`src/rtl/trt_pkg.sv`:
```
// package for the three channel reload timer
// operation codes, configuration register indexes and word layouts
// no dependencies
package trt_pkg;

    // operation carried in the slave-side tuser
    localparam int OP_W = 2;
    typedef enum logic [OP_W-1:0] {
        OP_TICK  = 2'd0,
        OP_LOAD  = 2'd1,
        OP_CLEAR = 2'd2,
        OP_READ  = 2'd3
    } t_op;

    // channel select field width and bus value width
    localparam int CH_W  = 2;
    localparam int VAL_W = 32;

    // channels that have a start bit, an enable bit and a reload register
    localparam int NUM_RELOAD = 3;
    localparam int MASK_W     = 3;

    // configuration register indexes
    localparam int CFG_IDX_W = 3;
    localparam logic [CFG_IDX_W-1:0] CFG_START_MASK = 3'd0;
    localparam logic [CFG_IDX_W-1:0] CFG_IRQ_MASK   = 3'd1;
    localparam logic [CFG_IDX_W-1:0] CFG_RELOAD_0   = 3'd2;
    localparam logic [CFG_IDX_W-1:0] CFG_RELOAD_1   = 3'd3;
    localparam logic [CFG_IDX_W-1:0] CFG_RELOAD_2   = 3'd4;

    // word layouts, padded to whole bytes
    localparam int IN_W  = 40;  // channel, write_value
    localparam int OUT_W = 40;  // read_value, underflow_flags, irq_pulses

endpackage

```
`src/rtl/three_channel_reload_timer_core.sv`:
```
// top level of the three channel reload timer
// uses trt_pkg for operation codes, register indexes and word layouts

// Down counters (CHANNELS, three by default) of COUNT_WIDTH bits share one
// tick. Each slave-side word carries an operation: tick, load count, clear
// underflow flag or read count. On a tick every started channel among the
// first three decrements; a started channel at zero instead reloads from its
// reload register, sets its sticky underflow flag and, when its interrupt is
// enabled, sets its bit in irq_pulses for that word only. Channels above two
// have no start bit and never count; they can be loaded and read. Every word
// in gives exactly one word out, holding the addressed channel's count after
// the operation (zero for a channel number that does not exist), the sticky
// flags of channels 0 to 2 and the pulses. Rate: one word is accepted in every
// clock cycle while the skid register is empty; its result is registered in the
// output or skid register. The figure is set by the single pass of counter
// update logic between the counter registers and the output register. A
// two-entry output stage (output register plus skid register) keeps tready
// registered and lets a new word in while a finished result waits. Configuration
// is taken in any cycle and is meant to be written while the block is idle.
module three_channel_reload_timer_core #(
    parameter int CHANNELS    = 3,
    parameter int COUNT_WIDTH = 32
) (
    input  logic                         i_clk,
    input  logic                         i_rst_n,
    // slave side
    input  logic                         i_s_tvalid,
    output logic                         o_s_tready,
    input  logic [trt_pkg::IN_W-1:0]     i_s_tdata,   // channel[1:0], write_value[33:2]
    input  logic [trt_pkg::OP_W-1:0]     i_s_tuser,   // op[1:0]
    // master side
    output logic                         o_m_tvalid,
    input  logic                         i_m_tready,
    output logic [trt_pkg::OUT_W-1:0]    o_m_tdata,   // read_value[31:0], underflow_flags[34:32],
                                                      // irq_pulses[37:35]
    // configuration write channel
    input  logic                         i_cfg_valid,
    output logic                         o_cfg_ready,
    input  logic [trt_pkg::CFG_IDX_W-1:0] i_cfg_index,
    input  logic [trt_pkg::VAL_W-1:0]    i_cfg_data
);
    import trt_pkg::*;

    // channels that can count
    localparam int LOW_CH = (CHANNELS < NUM_RELOAD) ? CHANNELS : NUM_RELOAD;

    // configuration registers
    logic [MASK_W-1:0] r_start;
    logic [MASK_W-1:0] r_irq_en;
    logic [VAL_W-1:0]  r_reload [NUM_RELOAD];

    // timer state
    logic [COUNT_WIDTH-1:0] r_count [CHANNELS];
    logic [COUNT_WIDTH-1:0] n_count [CHANNELS];
    logic [CHANNELS-1:0]    r_flag;
    logic [CHANNELS-1:0]    n_flag;

    // output stage
    logic             r_out_valid, n_out_valid;
    logic [OUT_W-1:0] r_out_word,  n_out_word;
    logic             r_skid_valid, n_skid_valid;
    logic [OUT_W-1:0] r_skid_word,  n_skid_word;
    logic             r_s_ready;

    // slave-side fields
    t_op              w_op;
    logic [CH_W-1:0]  w_ch;
    logic [VAL_W-1:0] w_wv;
    logic             w_accept;
    logic             w_take;

    // result of the current word
    logic [VAL_W-1:0]  n_read;
    logic [MASK_W-1:0] n_flags_out;
    logic [MASK_W-1:0] n_pulses;
    logic [OUT_W-1:0]  n_word;

    assign w_op     = t_op'(i_s_tuser);
    assign w_ch     = i_s_tdata[CH_W-1:0];
    assign w_wv     = i_s_tdata[CH_W +: VAL_W];
    assign w_accept = i_s_tvalid && r_s_ready;
    assign w_take   = r_out_valid && i_m_tready;

    assign o_s_tready  = r_s_ready;
    assign o_m_tvalid  = r_out_valid;
    assign o_m_tdata   = r_out_word;
    assign o_cfg_ready = 1'b1;

    // counter update for one word
    always_comb begin
        n_count  = r_count;
        n_flag   = r_flag;
        n_pulses = '0;
        case (w_op)
            OP_TICK: begin
                for (int n = 0; n < LOW_CH; n++) begin
                    if (r_start[n]) begin
                        if (r_count[n] == '0) begin
                            // underflow: reload, flag, optional pulse
                            n_count[n] = r_reload[n][COUNT_WIDTH-1:0];
                            n_flag[n]  = 1'b1;
                            n_pulses[n] = r_irq_en[n];
                        end else begin
                            n_count[n] = r_count[n] - COUNT_WIDTH'(1);
                        end
                    end
                end
            end
            OP_LOAD: begin
                for (int n = 0; n < CHANNELS; n++) begin
                    if (int'(w_ch) == n) begin
                        n_count[n] = w_wv[COUNT_WIDTH-1:0];
                    end
                end
            end
            OP_CLEAR: begin
                for (int n = 0; n < CHANNELS; n++) begin
                    if (int'(w_ch) == n) begin
                        n_flag[n] = 1'b0;
                    end
                end
            end
            OP_READ: begin
            end
            default: begin
            end
        endcase
    end

    // result word: missing channels read as zero
    always_comb begin
        n_read      = '0;
        n_flags_out = '0;
        for (int n = 0; n < CHANNELS; n++) begin
            if (int'(w_ch) == n) begin
                n_read = VAL_W'(n_count[n]);
            end
        end
        for (int n = 0; n < LOW_CH; n++) begin
            n_flags_out[n] = n_flag[n];
        end
        n_word = {(OUT_W - VAL_W - 2*MASK_W)'(0), n_pulses, n_flags_out, n_read};
    end

    // output register plus skid register
    always_comb begin
        n_out_valid  = r_out_valid;
        n_out_word   = r_out_word;
        n_skid_valid = r_skid_valid;
        n_skid_word  = r_skid_word;
        if (r_skid_valid) begin
            if (w_take) begin
                n_out_word   = r_skid_word;
                n_skid_valid = 1'b0;
            end
        end else if (w_accept) begin
            if (!r_out_valid || w_take) begin
                n_out_valid = 1'b1;
                n_out_word  = n_word;
            end else begin
                n_skid_valid = 1'b1;
                n_skid_word  = n_word;
            end
        end else if (w_take) begin
            n_out_valid = 1'b0;
        end
    end

    // control and timer state
    always_ff @(posedge i_clk) begin
        if (!i_rst_n) begin
            r_start      <= '0;
            r_irq_en     <= '0;
            for (int n = 0; n < NUM_RELOAD; n++) begin
                r_reload[n] <= '1;
            end
            for (int n = 0; n < CHANNELS; n++) begin
                r_count[n] <= '1;
            end
            r_flag       <= '0;
            r_out_valid  <= 1'b0;
            r_skid_valid <= 1'b0;
            r_s_ready    <= 1'b0;
        end else begin
            if (i_cfg_valid) begin
                case (i_cfg_index)
                    CFG_START_MASK: r_start     <= i_cfg_data[MASK_W-1:0];
                    CFG_IRQ_MASK:   r_irq_en    <= i_cfg_data[MASK_W-1:0];
                    CFG_RELOAD_0:   r_reload[0] <= i_cfg_data;
                    CFG_RELOAD_1:   r_reload[1] <= i_cfg_data;
                    CFG_RELOAD_2:   r_reload[2] <= i_cfg_data;
                    default: begin
                    end
                endcase
            end
            if (w_accept) begin
                r_count <= n_count;
                r_flag  <= n_flag;
            end
            r_out_valid  <= n_out_valid;
            r_skid_valid <= n_skid_valid;
            r_s_ready    <= !n_skid_valid;
        end
    end

    // payload registers
    always_ff @(posedge i_clk) begin
        r_out_word  <= n_out_word;
        r_skid_word <= n_skid_word;
    end

    // the skid register only fills behind a full output register
    a_skid_behind_out: assert property (@(posedge i_clk) disable iff (!i_rst_n)
        r_skid_valid |-> r_out_valid)
        else $error("skid word without output word");

    // no word is taken while the skid register holds one
    a_no_accept_when_full: assert property (@(posedge i_clk) disable iff (!i_rst_n)
        r_skid_valid |-> !r_s_ready)
        else $error("ready while skid register is full");

    // pulses only come from ticks
    a_pulse_on_tick: assert property (@(posedge i_clk) disable iff (!i_rst_n)
        (w_accept && w_op != OP_TICK) |-> (n_pulses == '0))
        else $error("interrupt pulse on a bus operation");

    // a pulse needs a started, enabled channel whose flag is set
    a_pulse_sources: assert property (@(posedge i_clk) disable iff (!i_rst_n)
        w_accept |-> ((n_pulses & ~(r_start & r_irq_en & n_flags_out)) == '0))
        else $error("pulse from a stopped, disabled or unflagged channel");

    // a clear of channel zero leaves its flag low in the result
    a_clear_flag: assert property (@(posedge i_clk) disable iff (!i_rst_n)
        (w_accept && w_op == OP_CLEAR && w_ch == 2'd0) |-> !n_flags_out[0])
        else $error("flag of channel zero still set after clear");

endmodule
```
`config.mk`:
```
export PLATFORM = sky130hd
export DESIGN_NAME = three_channel_reload_timer_core
export DESIGN_NICKNAME = d
export VERILOG_FILES = /design/src/rtl/trt_pkg.sv /design/src/rtl/three_channel_reload_timer_core.sv
export SDC_FILE = /design/constraint.sdc
export NUM_CORES = 1
export LEC_CHECK = 0
export BUFFER_PORTS_ARGS = -buffer_cell sky130_fd_sc_hd__buf_4
export CORE_ASPECT_RATIO = 1.25
export CORE_MARGIN = 2
export CORE_UTILIZATION = 52
export CTS_CLUSTER_DIAMETER = 40
export DETAILED_ROUTE_END_ITERATION = 7
export PLACE_DENSITY = 0.78
export SETUP_SLACK_MARGIN = 0.1
export SYNTH_ARGS = -nofsm -noshare
export SYNTH_HDL_FRONTEND = slang
export SYNTH_SLANG_ARGS = --single-unit
```
`constraint.sdc`:
```
create_clock -name i_clk -period 5.9 [get_ports i_clk]
set_input_delay 0.885 -clock i_clk [delete_from_list [all_inputs] [get_ports i_clk]]
set_output_delay 0.885 -clock i_clk [all_outputs]
set_load 0.1 [all_outputs]
```
==> results.json <==
{
  "synth.most_common_cell": "nand2_1",
  "end_kind": "flop",
  "hold_buffers": 0,
  "worstMarginPinSlew_ns": 1.27,
  "place_congestion": 1.01,
  "core_um2": 30200,
  "area_growth_pct": 16.4,
  "worst-path-buf-inv": 0,
  "cts.sinks": 280,
  "crit_type": "flop to flop",
  "first_pass_iters": 6,
  "ctsResizeCount": 0,
  "drc": 0,
  "fillers": 2603,
  "leakagePower_nw": 6.56,
  "synth_edf_count": 172,
  "final.setup.worst_slack_ns": 1.47,
  "holdPathStages": 2,
  "dieArea_um2": 32100,
  "hold_viol_final": 0,
  "via_per_inst": 7.05,
  "vdd_drop_max_v": 0.000249,
  "grt.overflow.total": 0,
  "slowest_stage": "or4_1",
  "hold_class": "flop to flop",
  "setup_viol": 0,
  "max_stage_delay_ns": 1.04,
  "root_buffer": "clkbuf_16",
  "worstHoldEndpoint": "r_irq_en[0]",
  "die_x_um": 161,
  "ys_ff_latch": 280,
  "initial_core_util_pct": 52.9,
  "clkLatencyLatePin_ns": 0.55,
  "grt_pass1_wl_um": 97300,
  "nets": 1908,
  "fin_tns_setup_ns": 0,
  "synth_warnings": 0,
  "rrSetupSlack_ns": 1.47,
  "async_flop_share_pct": 0,
  "grt_max_degree": 72,
  "run_status": "finished clean",
  "ant_nets": 0,
  "crit_path_start_kind": "flop",
  "path_cells": "nor4_1 > nand4_1 > or4_1 > a41oi_1 > o21ai_0 > a211oi_1 > o32ai_1 > mux2_2",
  "antenna_found_initial": 0,
  "synth_largest_area_cell": "edfxtp_1",
  "power_density_nw_per_um2": 298,
  "dp_hpwl_um": 47900,
  "worstPathRequired_ns": 6.19,
  "grt_usage_pct": 41.2,
  "fmax_mhz": 226,
  "path_clk_slew_ns": 0.06,
  "synthTopCellsByArea": "edfxtp_1 (32%), dfxtp_1 (14%), nand2_1 (4.6%)",
  "numPortBuffers": 115,
  "r2r_cells": 8,
  "period_minus_slack_ns": 4.43,
  "period_share_pct": 75.1,
  "maxCapViolations": 0,
  "fin_skew_ns": 0.0142,
  "synth_ff_type": "edfxtp_1",
  "synth_cell_type_count": 79,
  "syn_inst": 1764,
  "cts.htree.levels": 2,
  "slew_viol_final": 0,
  "syn_area_per_cell_um2": 9.05,
  "rsz0062_at_grt": "false",
  "r2r-end": "o_m_tdata[16]",
  "path_delay_family": "simple AND/OR/NAND/NOR gates",
  "seq_area_frac_synth_pct": 45.9,
  "relSlewSlack_pct": 15.1,
  "netlist.area_leader.share_pct": 32.3,
  "routed_wl_um": 67500,
  "synth.top_cells.by_count": "nand2_1 (195), edfxtp_1 (172), clkbuf_1 (139)",
  "num_antenna_cells": 0,
  "r2r-start": "r_count[40]",
  "vias": 15883,
  "dp_slack_ns": 1.63,
  "arrival_ns": 4.73,
  "drive_gt1_share_pct": 16.5,
  "crit_path_max_fanout": 17,
  "syn-cell-area_um2": 16000,
  "post_cts_buffers": 0,
  "dieHeight_um": 200,
  "tritoncts.num_buffers": 40,
  "min_from": "r_irq_en[0]",
  "initialDrtViolationCount": 2259,
  "rows": 71,
  "cts_tree": "yes",
  "ios": 125,
  "routedWlPerCell_um": 30.0,
  "clk_path_buf_depth": 3,
  "grt_pass1_vias": 14641
}
per-layer routing:
metal  vias up  track usage (%)  share of wire, %
met5         -                0                 0
met4         0             21.6               5.8
met3       210             12.4                14
met2      1200             63.7                44
met1      7573             52.5                36
li1       6900                -                 -
cells in the final DEF (no fill, tap or decap), drive strengths merged, types with 13 or more instances in the layout:
master  instances
nand2         195
a31oi          29
or4            22
a221oi         15
clkinv         13
nor3           61
nor4           43
o22ai          28
dfxtp         108
inv            35
nand4          16
a22oi          32
a21oi         102
mux2           38
nand3          65
and3           18
buf           168
o21ai         133
nand2b         43
edfxtp        172
mux2i          26
a211oi         16
or3            21
o211ai         50
nor2          121
clkbuf         43
report_power, final:
part | total (mW) | internal [mW] | leakage (nW) | switching (mW)
clock network | 2.45 | 1.45 | 0.659 | 0.999
registers | 2.31 | 2.20 | 2.55 | 0.106
logic | 0.785 | 0.235 | 3.36 | 0.550
flip-flops by register name, summed over array words and instances (netlist names):
| register | flops |
|---|---|
| o_s_tready | 1 |
| r_irq_en | 3 |
| r_skid_valid | 1 |
| r_reload | 96 |
| r_skid_word | 38 |
| o_m_tvalid | 1 |
| r_count | 96 |
| o_m_tdata | 38 |
| r_flag | 3 |
| r_start | 3 |
cell type report:
cell class	instances	area (µm²)	area share, %
tap	401	502	2.70
multi-input combinational	1306	8050	43.3
sequential	280	7330	39.4
clock buffer	43	1030	5.56
timing repair buffer	168	1260	6.78
clock inverter	29	325	1.75
inverter	25	93.8	0.505
stage by stage:
stage / cells / total power [mW] / util (%) / instance area [µm²] / hold WS, ns
5_1_grt: 2252 / 5.66 / 61.5 / 18600 / 0.525
2_1_floorplan: 1765 / 2.81 / - / 16000 / 0.446
3_5_place_dp: 2180 / 3.10 / 57.1 / 17200 / 0.488
6_report: 2252 / 5.54 / 61.5 / 18600 / 0.500
3_3_place_gp: 2180 / 3.09 / 57.1 / 17200 / 0.457
4_1_cts: 2252 / 5.51 / 61.5 / 18600 / 0.499
worst max-delay path by stage:
stage                      startpoint              to  cells after the start
after CTS                 r_count[40]   o_m_tdata[16]                      8
after global placement    r_count[40]   o_m_tdata[16]                      8
after global routing      r_count[40]   o_m_tdata[14]                      8
after floorplan            o_s_tready  r_skid_word[0]                      4
after detailed placement  r_count[40]   o_m_tdata[16]                      8
final                     r_count[40]   o_m_tdata[16]                      8
cells by family (layout without fill, tap and decap cells):
group | after synthesis | after routing | synth area share (%)
and+or+nand+nor | 663 | 663 | 20.8
muxes | 64 | 64 | 4.33
adders and majority gates | 5 | 5 | 0.392
other | 2 | 3 | 0.0470
buffers and inverters | 179 | 265 | 4.40
DFF | 280 | 280 | 45.9
AOI/OAI and AO/OA | 557 | 557 | 23.4
xor gates and xnor gates | 14 | 14 | 0.768
worst reg2reg max path, delay by kind of cell (launching register included):
| kind | cells | cell delay, ns |
|---|---|---|
| mux | 1 | 0.31 |
| compound gates | 4 | 1.19 |
| flops | 1 | 0.39 |
| simple gates | 3 | 2.29 |
Power figures use the tool's default switching activity.
